--- src/hdl/pmt_pkg.sv ---
package pmt_pkg;

  localparam int unsigned IN_TDATA_W  = 144;
  localparam int unsigned OUT_TDATA_W = 8;
  localparam int unsigned CFG_IDX_W   = 3;
  localparam int unsigned CFG_DATA_W  = 16;

  localparam int unsigned SENSOR_INFO_PERIOD_DEFAULT = 1000;

  localparam logic [11:0] HEADING_FULL = 12'd3600;
  localparam logic [11:0] HEADING_HALF = 12'd1800;

  // register indexes
  localparam logic [CFG_IDX_W-1:0] REG_MIN_INTERVAL   = 3'd0;
  localparam logic [CFG_IDX_W-1:0] REG_MAX_INTERVAL   = 3'd1;
  localparam logic [CFG_IDX_W-1:0] REG_SLOW_INTERVAL  = 3'd2;
  localparam logic [CFG_IDX_W-1:0] REG_HEADING_THR    = 3'd3;
  localparam logic [CFG_IDX_W-1:0] REG_POSITION_THR   = 3'd4;
  localparam logic [CFG_IDX_W-1:0] REG_SPEED_THR      = 3'd5;
  localparam logic [CFG_IDX_W-1:0] REG_CONGESTION_EN  = 3'd6;
  localparam logic [CFG_IDX_W-1:0] REG_FIXED_RATE     = 3'd7;

  // reset values
  localparam logic [15:0] MIN_INTERVAL_RST  = 16'd100;
  localparam logic [15:0] MAX_INTERVAL_RST  = 16'd1000;
  localparam logic [15:0] SLOW_INTERVAL_RST = 16'd1000;
  localparam logic [11:0] HEADING_THR_RST   = 12'd40;
  localparam logic [15:0] POSITION_THR_RST  = 16'd400;
  localparam logic [15:0] SPEED_THR_RST     = 16'd50;
  localparam logic [31:0] POSITION_THR_SQ_RST = 32'd160000;

  typedef enum logic [1:0] {
    REASON_NONE    = 2'd0,
    REASON_FIXED   = 2'd1,
    REASON_DYNAMIC = 2'd2,
    REASON_SLOW    = 2'd3
  } reason_e;

  typedef struct packed {
    logic [15:0] min_interval;
    logic [15:0] max_interval;
    logic [15:0] slow_interval;
    logic [11:0] heading_threshold;
    logic [15:0] position_threshold;
    logic [15:0] speed_threshold;
    logic        congestion_enable;
    logic        fixed_rate;
  } cfg_t;

  typedef struct packed {
    logic        [31:0] time_now;
    logic        [11:0] heading;
    logic signed [30:0] pos_x;
    logic signed [30:0] pos_y;
    logic signed [15:0] speed;
    logic        [15:0] congestion_delay;
  } item_t;

  typedef struct packed {
    logic        [31:0] last_time;
    logic        [11:0] last_heading;
    logic signed [30:0] last_x;
    logic signed [30:0] last_y;
    logic signed [15:0] last_speed;
    logic        [31:0] last_sensor_time;
    logic               sensor_pending;
  } state_t;

  typedef struct packed {
    logic    send;
    reason_e reason;
    logic    with_sensor_info;
  } res_t;

  function automatic logic [11:0] wrap_heading(input logic [11:0] h);
    return (h >= HEADING_FULL) ? (h - HEADING_FULL) : h;
  endfunction

endpackage

--- src/hdl/pmt_decide.sv ---
module pmt_decide #(
  parameter int unsigned SENSOR_INFO_PERIOD = pmt_pkg::SENSOR_INFO_PERIOD_DEFAULT
) (
  input  pmt_pkg::item_t  item_i,
  input  pmt_pkg::cfg_t   cfg_i,
  input  logic [31:0]     pos_thr_sq_i,
  input  pmt_pkg::state_t state_i,
  output pmt_pkg::res_t   res_o
);

  logic [31:0] elapsed;
  logic [31:0] sensor_elapsed;
  logic [15:0] gate_lo;
  logic [15:0] gate;
  logic        gate_open;

  logic [11:0] hd_a, hd_b, hd_diff, hd_circ;
  logic        heading_moved;

  logic signed [31:0] dx, dy;
  logic [31:0] adx, ady;
  logic [63:0] dx_sq, dy_sq, dist_sq;
  logic        position_moved;

  logic signed [16:0] ds;
  logic [16:0] ads;
  logic        speed_moved;

  pmt_pkg::reason_e reason;

  assign elapsed        = item_i.time_now - state_i.last_time;
  assign sensor_elapsed = item_i.time_now - state_i.last_sensor_time;

  // clamp of the congestion delay, swapped bounds give max; min_interval when congestion is disabled
  assign gate_lo = (item_i.congestion_delay > cfg_i.min_interval) ?
                   item_i.congestion_delay : cfg_i.min_interval;
  assign gate    = !cfg_i.congestion_enable ? cfg_i.min_interval :
                   ((gate_lo < cfg_i.max_interval) ? gate_lo : cfg_i.max_interval);
  assign gate_open = elapsed >= {16'd0, gate};

  // heading difference around the circle
  assign hd_a    = pmt_pkg::wrap_heading(item_i.heading);
  assign hd_b    = pmt_pkg::wrap_heading(state_i.last_heading);
  assign hd_diff = (hd_a > hd_b) ? (hd_a - hd_b) : (hd_b - hd_a);
  assign hd_circ = (hd_diff > pmt_pkg::HEADING_HALF) ?
                   (pmt_pkg::HEADING_FULL - hd_diff) : hd_diff;
  assign heading_moved = hd_circ > cfg_i.heading_threshold;

  // squared distance, exact
  assign dx  = {item_i.pos_x[30], item_i.pos_x} - {state_i.last_x[30], state_i.last_x};
  assign dy  = {item_i.pos_y[30], item_i.pos_y} - {state_i.last_y[30], state_i.last_y};
  assign adx = dx[31] ? 32'(-dx) : 32'(dx);
  assign ady = dy[31] ? 32'(-dy) : 32'(dy);
  assign dx_sq   = 64'(adx) * 64'(adx);
  assign dy_sq   = 64'(ady) * 64'(ady);
  assign dist_sq = dx_sq + dy_sq;
  assign position_moved = dist_sq > {32'd0, pos_thr_sq_i};

  assign ds  = {item_i.speed[15], item_i.speed} - {state_i.last_speed[15], state_i.last_speed};
  assign ads = ds[16] ? 17'(-ds) : 17'(ds);
  assign speed_moved = ads > {1'b0, cfg_i.speed_threshold};

  always_comb begin
    reason = pmt_pkg::REASON_NONE;
    if (gate_open) begin
      if (cfg_i.fixed_rate) begin
        reason = pmt_pkg::REASON_FIXED;
      end else if (heading_moved || position_moved || speed_moved) begin
        reason = pmt_pkg::REASON_DYNAMIC;
      end else if (elapsed >= {16'd0, cfg_i.slow_interval}) begin
        reason = pmt_pkg::REASON_SLOW;
      end
    end
  end

  assign res_o.send   = (reason != pmt_pkg::REASON_NONE);
  assign res_o.reason = reason;
  assign res_o.with_sensor_info = res_o.send &&
    (state_i.sensor_pending || (sensor_elapsed >= 32'(SENSOR_INFO_PERIOD)));

endmodule

--- config.mk ---
export PLATFORM = sky130hd
export DESIGN_NAME = pmt_decide
export DESIGN_NICKNAME = d
export VERILOG_FILES = /design/src/hdl/pmt_pkg.sv /design/src/hdl/pmt_decide.sv
export SDC_FILE = /design/constraint.sdc
export NUM_CORES = 2
export LEC_CHECK = 0
export BUFFER_PORTS_ARGS = -buffer_cell sky130_fd_sc_hd__clkbuf_2
export CAP_MARGIN = 15
export CORE_ASPECT_RATIO = 1.25
export CORE_MARGIN = 2
export CORE_UTILIZATION = 59
export DETAILED_ROUTE_END_ITERATION = 8
export PLACE_DENSITY = 0.81
export RECOVER_POWER = 25
export REMOVE_ABC_BUFFERS = 1
export SLEW_MARGIN = 30
export SYNTH_ARGS = -nofsm -noshare
export SYNTH_HDL_FRONTEND = slang
export SYNTH_SLANG_ARGS = --single-unit
--- constraint.sdc ---
create_clock -name vclk -period 20.4
set_input_delay 4.08 -clock vclk [all_inputs]
set_output_delay 4.08 -clock vclk [all_outputs]
set_load 0.005 [all_outputs]
==> flow_metrics.env <==
export IMPL_synth_commonest_cells="inv_1, fa_1, ha_1"
export IMPL_drv_cap=0
export IMPL_viasPerCell=5.60
export IMPL_hold_path_class="in -> out"
export IMPL_vias=65339
export IMPL_finalCriticalPeriod_ns=21.44
export IMPL_cp_arrival_ns=17.36
export IMPL_hold_start="cfg_i[0]"
export IMPL_ant_nets=0
export IMPL_hpwl_um=214000
export IMPL_synthCells=8408
export IMPL_crit_top_cell="fa_1"
export IMPL_worst_pin_slew_ns=0.900
export IMPL_pre_cts_ws_ns=-1.84
export IMPL_hold_violations=0
export IMPL_port_buffers=407
export IMPL_crit_required_ns=16.32
export IMPL_drc_errors=0
export IMPL_drv_slew=0
export IMPL_rsz0062_at_grt="true"
export IMPL_syn_area_mm2=0.0725
export IMPL_clock_buffers=0
export IMPL_cts_hold_buf=0
export IMPL_hold_path_end="res_o[2]"
export IMPL_die_area_mm2=0.126
export IMPL_synth_area_leaders="fa_1, ha_1, inv_1, nand2_1, nor2_1"
export IMPL_tns_ns=-3.97
export IMPL_worst_slack_ns=-1.04
export IMPL_grt_pass1_wl_um=383000
export IMPL_nNetsFinal=13028
export IMPL_min_path_cells=3
export IMPL_cpPeakStageDelay_ns=0.55
export IMPL_routabilityCongestion=1.05
export IMPL_wl_um=246000
export IMPL_coreArea_mm2=0.122
export IMPL_crit_fanout=4
export IMPL_yosysTopAreaCell="fa_1"
export IMPL_seq_cell_count=0
export IMPL_cp_end_kind="primary output"
export IMPL_slew_headroom_pct=40.0
export IMPL_synth_seq_area_share_pct=0
export IMPL_num_rows=143
export IMPL_start_util_pct=59.6
export IMPL_fmax_ghz=0.0466
export IMPL_synth_top_cell_area_share_pct=48.2
export IMPL_outcome="finished with violations"
export IMPL_antenna_found_initial=11
export IMPL_die_w_um=317
export IMPL_critPathLaunchType="input pin"
export IMPL_area_delta_synth_final_pct=22.8
export IMPL_utilization_pct=73.1
export IMPL_yosys_cell_count_top_type="inv_1"
export IMPL_detail_route_wl_per_cell_um=21.0
export IMPL_violations="negative setup slack"
export IMPL_ios=423
export IMPL_drive_gt1_share_pct=22.3
export IMPL_yosys_warnings=0
export IMPL_grt_max_degree=48
export IMPL_overflow=0
export IMPL_syn_avg_cell_area_um2=8.62
export IMPL_drtIter0Drc=4415
export IMPL_min_period_over_period_pct=105
export IMPL_critical_path_class="in -> out"
export IMPL_setup_viol=4
export IMPL_dr_pass1_iters=8
export IMPL_ff_latch_area_um2=0
export IMPL_grt_usage_pct=39.5
export IMPL_synthDistinctLibCells=95
export IMPL_grt_pass1_vias=72674
export IMPL_fp_dieH_um=396
export IMPL_crit_slowest_cell="fa_1"
==> cell families (layout without fill, tap and decap cells) <==
kind of cell / after synthesis / after routing / share of synthesized area, %
simple gates: 1848 / 1848 / 11.1
mux: 38 / 38 / 0.537
buf+inv: 2718 / 4322 / 14.1
compound gates: 994 / 994 / 9.07
other cells: 2 / 60 / 0.0104
xor+xnor: 266 / 266 / 3.21
fa+ha+maj: 2542 / 2542 / 62.0
==> repair_timing <==
action | 4_1_cts | 5_1_grt
setup endpoints to repair | 4 | 4
setup buffers | 50 | 38
resized for setup | 257 | 171
cloned | 0 | 1
pin swaps | 150 | 127
==> worst max-delay path by stage <==
stage                            from  endpoint  slack (ns)  depth (start not counted)
final                     state_i[81]  res_o[2]       -1.04                         59
after global routing       item_i[63]  res_o[2]       -1.52                         59
after CTS                  item_i[32]  res_o[2]       -0.75                         61
after detailed placement   item_i[63]  res_o[2]       -1.84                         57
after global placement     item_i[63]  res_o[2]       -1.61                         57
after floorplan           state_i[81]  res_o[2]       -1.93                         53
==> worst max-delay path: cells and delay by family <==
kind / cells / cell delay [ns]
compound gates: 15 / 2.34
xor+xnor: 3 / 0.67
fa+ha+maj: 13 / 5.91
buf+inv: 14 / 1.51
simple gates: 14 / 2.81
==> metrics by stage <==
stage | hold slack (ns) | cells | cell area, um2
6_report | 8.47 | 11665 | 89000
5_1_grt | 8.47 | 11662 | 89000
4_1_cts | 8.46 | 11622 | 88100
3_5_place_dp | 8.48 | 11573 | 86500
3_3_place_gp | 8.48 | 11573 | 86500
2_1_floorplan | 8.19 | 8229 | 71800
==> layer usage <==
| layer | track usage (%) | up-vias | part of all wire [%] |
|---|---|---|---|
| li1 | - | 28599 | - |
| met1 | 43.5 | 32082 | 33 |
| met2 | 67.5 | 3330 | 48 |
| met3 | 7.66 | 1316 | 8.7 |
| met4 | 30.4 | 12 | 10 |
| met5 | 0 | - | 0.028 |
==> cell usage in the layout (no fill, tap or decap), types with 30 or more instances in the layout <==
cell type,netlist,layout
a21o_1,140,140
nand2b_1,39,38
fa_2,0,35
nor2_2,0,42
o211ai_1,35,35
nand3_1,83,80
o21a_1,51,51
a21oi_1,272,245
and3_1,33,33
buf_4,0,1356
nor2b_1,37,37
xnor2_1,170,137
a31oi_1,37,34
clkbuf_2,1,405
mux2i_1,31,30
fa_1,1744,1709
inv_2,12,53
buf_12,0,41
ha_1,798,765
o21ai_0,173,158
a211oi_1,38,30
nor2_1,630,575
xnor2_2,0,31
buf_6,2,30
nand2_1,764,752
nor3_1,63,60
xor2_1,96,84
inv_1,2455,2412
conb_1,2,55
nand4_1,65,65
==> final cells by class <==
class	count	area (um2)
tap	1595	2000
inverter	2486	9370
timing repair buffer	1836	13400
multi-input combinational	5743	64200
fill	8671	32700
antenna	5	12.5
Power is left out: the tool's default activity adds up to more than one toggle a clock period on the data nets, which glitch-free logic cannot reach.
